<file path="config.mk">
export PLATFORM = sky130hd
export DESIGN_NAME = idap_row_scan
export DESIGN_NICKNAME = d
export VERILOG_FILES = /design/src/hw/rtl/id_allocator_with_payload_core_assert.svh /design/src/hw/rtl/idap_pkg.sv /design/src/hw/rtl/idap_row_scan.sv
export SDC_FILE = /design/constraint.sdc
export NUM_CORES = 1
export LEC_CHECK = 0
export BUFFER_PORTS_ARGS = -buffer_cell sky130_fd_sc_hd__buf_2
export CORE_ASPECT_RATIO = 0.7
export CORE_MARGIN = 4
export CORE_UTILIZATION = 35
export DETAILED_ROUTE_END_ITERATION = 8
export GPL_ROUTABILITY_DRIVEN = 0
export MAX_ROUTING_LAYER = met4
export PLACE_DENSITY = 0.7
export SLEW_MARGIN = 20
export SYNTH_ARGS = -nofsm -noshare
export SYNTH_HDL_FRONTEND = slang
export SYNTH_SLANG_ARGS = --single-unit
</file>
<file path="constraint.sdc">
create_clock -name vclk -period 3.6
set_clock_uncertainty 0.1 [all_clocks]
set_input_delay 0.36 -clock vclk [all_inputs]
set_output_delay 0.36 -clock vclk [all_outputs]
set_load 0.05 [all_outputs]
</file>
<file path="src/hw/rtl/id_allocator_with_payload_core_assert.svh">
// Assertion macros for the id allocator core
`ifndef ID_ALLOCATOR_WITH_PAYLOAD_CORE_ASSERT_SVH
`define ID_ALLOCATOR_WITH_PAYLOAD_CORE_ASSERT_SVH

// Invariant checked at every clock edge out of reset
`define IDAP_ASSERT(lbl, prop, msg) \
  lbl: assert property (@(posedge clk_i) disable iff (!rst_ni) (prop)) else $error(msg);

// Condition in one cycle implies consequence in the next
`define IDAP_ASSERT_NEXT(lbl, ante, cons, msg) \
  lbl: assert property (@(posedge clk_i) disable iff (!rst_ni) (ante) |=> (cons)) \
    else $error(msg);

`endif

</file>
<file path="src/hw/rtl/idap_pkg.sv">
// Shared types and constants for the id allocator core
package idap_pkg;

  // Used map is kept as rows of this many bits
  localparam int WORD_W = 32;
  localparam int BIT_W  = 5;

  typedef enum logic [1:0] {
    KIND_INSERT = 2'd0,
    KIND_REMOVE = 2'd1,
    KIND_FIND   = 2'd2
  } kind_e;

  typedef enum logic [1:0] {
    STATUS_OK       = 2'd0,
    STATUS_FULL     = 2'd1,
    STATUS_NOT_USED = 2'd2
  } status_e;

  // Outcome of a first-free search over one row
  typedef struct packed {
    logic             found;
    logic [BIT_W-1:0] pos;
  } scan_res_t;

endpackage

</file>
<file path="src/hw/rtl/idap_row_scan.sv">
// Lowest free bit search over one row of the used map
module idap_row_scan (
  input  logic [idap_pkg::WORD_W-1:0] avail_i,  // 1 = free and in range
  input  logic [idap_pkg::BIT_W-1:0]  lo_i,     // lowest bit allowed
  input  logic                        lo_en_i,  // apply lo_i (first row only)
  output idap_pkg::scan_res_t         res_o
);

  logic [idap_pkg::WORD_W-1:0] lo_mask;
  logic [idap_pkg::WORD_W-1:0] masked;
  logic [idap_pkg::WORD_W-1:0] lowest;
  logic [idap_pkg::BIT_W-1:0]  pos;

  always_comb begin
    lo_mask = lo_en_i ? ~((idap_pkg::WORD_W'(1) << lo_i) - idap_pkg::WORD_W'(1))
                      : '1;
    masked  = avail_i & lo_mask;
    // isolate lowest set bit, then encode with an OR over the bits
    lowest  = masked & (~masked + idap_pkg::WORD_W'(1));
    pos     = '0;
    for (int i = 0; i < idap_pkg::WORD_W; i++) begin
      pos = pos | (lowest[i] ? idap_pkg::BIT_W'(i) : '0);
    end
    res_o.found = |masked;
    res_o.pos   = pos;
  end

endmodule

</file>
==> impl_summary.md, run 1 <==
Synthesis
Synthesis handed over a netlist of 244 instances. Of the synthesized area, sequential elements account for 0%. Yosys attributes the largest share of cell area to o21ai_0, a21oi_1, nor2_1, nand3_1, nand2_1.

The synthesized area per cell is between 6 and 7 um2. The number of distinct standard cells referenced by the synthesized netlist is 71. The commonest cells after synthesis are nor2_1, o21ai_0, a21oi_1. The cell accounting for the most synthesized area is o21ai_0. Counting every net in the synthesized netlist gives between 200 and 300. Of the post-synthesis cell area, the dominant cell type holds between 6 and 7%.

nor2_1 is the most common cell in the netlist. The total of warnings raised by yosys is 0. The netlist area before placement is 1640 um2.

Finish
The area added between synthesis and finish is 28.4%. The number of nets in the finished design is 334. Once layout is complete, the utilization of the core stands at between 40 and 50%.

The final layout contains a sequential cell count of 0. Counting the fill cells in the layout gives approximately 480. For this run, the number of standard cells in the final layout without fillers is roughly 350.

The fraction of final layout cells with drive strength greater than 1 is 33.4%. The final antenna diode count is 0. The total area of sequential cells is 0 um2.

In the finished layout, the clock tree contains a buffer count of 0.

Floorplanning
The total I/O pin count is 44. The initial utilization of the core area, before any placement, comes to 37.0%. The vertical extent of the die is roughly 65 um.

The die outline width is roughly 90 um. The number of cell rows is 20. The die covers roughly 5900 um2. The area of the core region is 4430 um2.

Placement
The count of input and output buffers is 44. Summed over all nets, the half-perimeter wirelength after detailed placement is between 4 and 5 mm. The number of instances in the placed design is between 300 and 400.

GRT
For this run the aggregate overflow at the end of global routing stands at 0. Entering global routing, the biggest net connects 31 pins. The number of global-route vias before repair is between 1500 and 2000. Global routing consumed, over all layers together, between 10% and 20% of the routing resources. The initial antenna violation count came to 0.

The wire length of the first global-routing pass is about 9 mm.

Min path
The cell depth of the worst hold path is 3. The class of the worst hold path is primary input to primary output. The hold path endpoint is res_o[5]. The critical hold path startpoint is avail_i[31].

Route
The detailed router's first-iteration violation count is ~170. After detailed routing, the wire length on met1 is between 2 and 3 mm. The highest layer used for signal routing is met4. In the routed design, unresolved DRC markers number 0.

In the final routed layout, each cell accounts on average for 16.4 um. The routed via count is about 2100. The via density per instance is 6.15. The wire length on met3 is around 380 um. The total met2 wirelength after detailed routing is 2.40 mm.

Once detail routing completed, the nets flagged for antenna violations numbered 0. The routed design has 5.70 mm of wire. The number of iterations in the first detailed-routing pass is 5.

STA
The final-report hold violation count is 0. The max-slew headroom at the worst pin is a little under 60%. The final period utilization is 97.7%. For this run, the top clock speed supported by timing is 284 MHz. Setup repair after global routing could not meet its margin everywhere. The final number of max-transition violations was 0. Adding up every negative setup slack in the final design gives 0 ns. The shortest clock period the worst path allows after layout is around 3.5 ns. The transition time at the pin with the least slew margin is about 0.6 ns. The number of setup violations in the final report is 0.

Worst setup path
The category of the worst setup path capture point is a primary output. The critical setup path kind is primary input to primary output. The required time of the critical path is 3.14 ns. The kind of launch point of the worst setup path is a primary input. In this run the worst path has a maximum fanout of 6. The endpoint arrival time on the critical path is between 3 and 4 ns.

Power and ir drop
In this run the static leakage power is between 0.0008 and 0.0009 uW. Power spread over the standard cell area amounts to approximately 130 nW/um2. The peak ir drop on the vdd network is about 0.057 mV.

Outcome
The run finished with clean final reports.

Flow run
Max-cap violations in this run came to 0.
worst max-delay path, stage by stage:
cell     delay (ns)
buf_8          0.10
nor2_4         0.11
nand3_1        0.13
ha_4           0.20
buf_6          0.12
or3_4          0.39
o31a_1         0.34
a31oi_4        0.17
and3b_2        0.26
nand4_4        0.12
or4b_4         0.56
buf_8          0.16
where the power goes:
part           switching [uW]  internal, uW  total (uW)
clock                       0             0           0
combinational             162           111         273
sequential                  0             0           0
total                     162           111         273
stage by stage:
step / area (um2) / setup slack, ns / hold slack [ns] / power, uW
detailed placement: 1920 / 0.0418 / 1.06 / 245
global route: 2100 / -0.0288 / 1.00 / 297
CTS: 1920 / 0.0490 / 1.06 / 246
global placement: 1920 / 0.0949 / 1.06 / 243
finish: 2100 / 0.0827 / 0.975 / 273
floorplan: 1680 / -0.0843 / 0.996 / 179
layout by cell type, fill, tap and decap left out, types with 5 or more instances in the layout:
| master | netlist | routed |
|---|---|---|
| nor2b_1 | 7 | 7 |
| buf_4 | 5 | 18 |
| nor3_1 | 10 | 9 |
| nand2_1 | 16 | 16 |
| nor2_1 | 22 | 21 |
| o211ai_1 | 6 | 6 |
| nand3_1 | 16 | 16 |
| buf_2 | 6 | 38 |
| a21oi_1 | 17 | 17 |
| inv_1 | 5 | 5 |
| o21ai_1 | 7 | 7 |
| nand4_1 | 7 | 7 |
| o21ai_0 | 20 | 20 |
metal layers:
| layer | global-route usage [%] | vias to the layer above |
|---|---|---|
| li1 | - | 1057 |
| met1 | 27.3 | 974 |
| met2 | 29.2 | 100 |
| met3 | 1.26 | 10 |
| met4 | 1.72 | 0 |
| met5 | - | - |
cell type report:
type / instances / area (um2) / area share [%]
timing repair buffer: 65 / 439 / 20.9
tap: 55 / 68.8 / 3.27
inverter: 8 / 30.0 / 1.43
multi-input combinational: 220 / 1570 / 74.4
how the worst max path moves through the flow:
stage,depth (start not counted),endpoint,startpoint
after global placement,11,res_o[5],lo_i[3]
final,12,res_o[5],lo_i[4]
after CTS,11,res_o[5],lo_i[3]
after global routing,12,res_o[5],lo_i[4]
after detailed placement,12,res_o[0],lo_i[3]
after floorplan,13,res_o[1],lo_i[2]
what timing repair did:
| action | 4_1_cts | 5_1_grt |
|---|---|---|
| gates resized for setup | 0 | 28 |
| buffers inserted | 0 | 8 |
| hold buffers | 0 | 0 |
| hold endpoints to repair | 0 | 0 |
| endpoints found under the setup margin | 0 | 6 |
logic make-up after synthesis:
family	synth area share, %
AO/OA/AOI/OAI	43.0
AND/OR/NAND/NOR	44.6
buffers and inverters	9.40
XOR/XNOR	1.60
adder cells (fa/ha/maj)	1.37
No activity file was read; power rests on OpenSTA's default activity.
==> inputs of run 2 (changes only) <==
--- a/config.mk
+++ b/config.mk
@@ -5,7 +5,8 @@
 export SDC_FILE = /design/constraint.sdc
 export NUM_CORES = 1
 export LEC_CHECK = 0
-export BUFFER_PORTS_ARGS = -buffer_cell sky130_fd_sc_hd__buf_2
+export BUFFER_PORTS_ARGS = -buffer_cell sky130_fd_sc_hd__clkbuf_2
+export CAP_MARGIN = 5
 export CORE_ASPECT_RATIO = 0.7
 export CORE_MARGIN = 4
 export CORE_UTILIZATION = 35
==> run 2 against run 1 <==
Net effect:
- worst setup slack gained 0.036 ns
- largest cell class unchanged
- critical endpoint is now res_o[0]
- utilization shrank 2.2 points
- count of clock-buffer cells in the layout is the same
- via count decreased by 0.37%
- sequential cell count unchanged
==> impl_summary.md, run 2 (synthesis gave the netlist of run 1 again) <==
Route
The remaining routing DRC violations is 0 (unchanged). The antenna violation net count after detailed routing is 0 (unchanged). The routed via count is 2133 (-0.37%). The detailed router's first-iteration violation count came to 286 (+73%).

The wire length reported by the detailed router is 5.57 mm (-2.3%). The routed wire length per instance is 16.2 um (-0.86%). The via density per instance was 6.22 (+1.1%). The number of iterations in the first detailed-routing pass is 5 (unchanged).

Finish
The sequential cell count of the final layout came to 0 (unchanged). Leaving out fill and tap cells, the most frequent cells in the layout are clkbuf_2, nor2_1, o21ai_0. The most common library cell in the layout ignoring fill and taps is clkbuf_2. The count of clock-net buffers in the final layout came to 0 (unchanged). The number of nets in the finished design is 329 (-1.5%). The filler cell count is 470 (-1.1%).

The final antenna diode count was 0 (unchanged). The area added between synthesis and finish is 22.4%. The fraction of final layout cells with drive strength greater than 1 is 30.6% (-2.9 points). The area used by multi-input combinational logic is 1520 um2 (-3.0%). The total area of sequential cells is 0 um2 (unchanged). The utilization of the core after routing is 45.3% (-2.2 points).

Power and ir drop
The peak ir drop on the vdd network is 0.0631 mV (+9.8%). The power per cell area is 134 nW/um2 (+2.8%). The leakage power of the design is 0.000799 uW (-4.3%).

The post-route total power was 268 uW (-2.0%).

STA
The final number of max-transition violations is 0 (unchanged). Setup repair after global routing left no endpoint under its margin. The final-report hold violation count was 0 (unchanged). The number of setup violations in the final report came to 0 (unchanged). The final period utilization is 96.7% (-1.0 points).

The achievable clock frequency came to 287 MHz (+1.0%). The shortest clock period the worst path allows after layout is 3.48 ns (-0.0362 ns). The worst-case hold slack came to 1.04 ns (+0.0619 ns). The max-slew headroom at the worst pin is 63.7% (+4.0 points). The transition time at the pin with the least slew margin is 0.539 ns (-0.0596 ns). The final worst-path setup slack is 0.119 ns (+0.0362 ns).

Floorplanning
The area of the core region is 4430 um2 (unchanged). The die outline width is 89.8 um (unchanged). The number of cell rows came to 20 (unchanged). The total I/O pin count is 44 (unchanged). The vertical extent of the die is 65.2 um (unchanged).

The full die area was 5860 um2 (unchanged). The effective utilization at floorplan is 37.0% (unchanged).

GRT
The global routing usage on met1 is 27.2% (-0.14 points). The met2 global-route usage is 28.5% (-0.75 points). The number of global-route vias before repair is 1879 (+1.2%). The peak-usage layer in the global routing report is met2.

The global route total overflow is 0 (unchanged). The initial antenna violation count is 0 (unchanged). The total routing usage reported by global routing is 18.4% (-0.23 points).

The wire length of the first global-routing pass is 9.00 mm (-1.1%). The pin count of the biggest net entering global routing was 31 (unchanged). The met3 track utilization from global routing is 1.60% (+0.34 points).

Placement
The worst slack after detailed placement came to 0.0327 ns (-0.00915 ns). The count of input and output buffers is 44 (unchanged). The HPWL reported at the end of detailed placement was 4.32 mm (+0.38%).

Min path
The class of the worst hold path is primary input to primary output. The cell depth of the worst hold path is 3 (unchanged).

Worst setup path
The top fanout value on the critical path is 10 (+4). The category of the worst setup path capture point is a primary output. The kind of launch point of the worst setup path is a primary input.

The required time of the critical path is 3.14 ns (about the same). The critical setup path kind is primary input to primary output. The endpoint arrival time on the critical path is 3.02 ns (-0.04 ns).

Flow run
The max-capacitance violation count is 0 (unchanged).

Outcome
The run finished with clean final reports.

CTS
The number of hold buffers added after cts is 0 (unchanged).
run 2: cell types whose count changed in the layout (fill, tap and decap cells not counted), moves of 2 or more:
| cell | previous run | this run |
|---|---|---|
| clkbuf_2 | 0 | 40 |
| buf_2 | 38 | 0 |
| buf_4 | 18 | 15 |
| buf_6 | 3 | 0 |
| buf_8 | 3 | 0 |
| buf_12 | 1 | 3 |
run 2: power by group:
group	internal [uW]	total [uW]	switching [uW]	leakage [uW]
Sequential	0	0	0	0
Combinational	108	268	160	0.000799
Clock	0	0	0	0
run 2: critical path: stages:
cell,delay (ns)
clkbuf_2,0.10
nor2_2,0.14
nand3b_1,0.14
ha_4,0.22
clkbuf_4,0.18
nand2_1,0.13
nor3_4,0.09
a211oi_1,0.46
nor2b_1,0.10
o211ai_1,0.22
o32ai_1,0.11
or4_1,0.59
buf_12,0.18
run 2: timing repair:
action,CTS,global route
endpoints found under the setup margin,0,6
buffers inserted,0,4
resized for setup,0,4
run 2: path summary, 6_finish.rpt:
check,start,end,slack [ns]
worst max-delay path,lo_i[3],res_o[0],0.12
worst min-delay path,avail_i[31],res_o[5],1.04
run 2: per-layer routing:
| layer | vias to the layer above | part of all wire [%] | routed length [um] |
|---|---|---|---|
| li1 | 1053 | - | - |
| met1 | 972 | 49 | 2710 |
| met2 | 102 | 43 | 2400 |
| met3 | 6 | 7.4 | 415 |
| met4 | 0 | 0.75 | 42 |
| met5 | - | 0 | 0 |
run 2: per-stage QoR:
stage	instances	area [um2]	TNS [ns]
4_1_cts	339	1960	0
5_1_grt	343	2000	0
3_5_place_dp	339	1960	0
6_report	343	2000	0
3_3_place_gp	339	1960	0
2_1_floorplan	244	1680	-0.0843
run 2: layout make-up:
class | instances | area share [%]
Multi-Input combinational cell | 220 | 75.7
Timing Repair Buffer | 60 | 19.4
Tap cell | 55 | 3.43
Inverter | 8 | 1.50
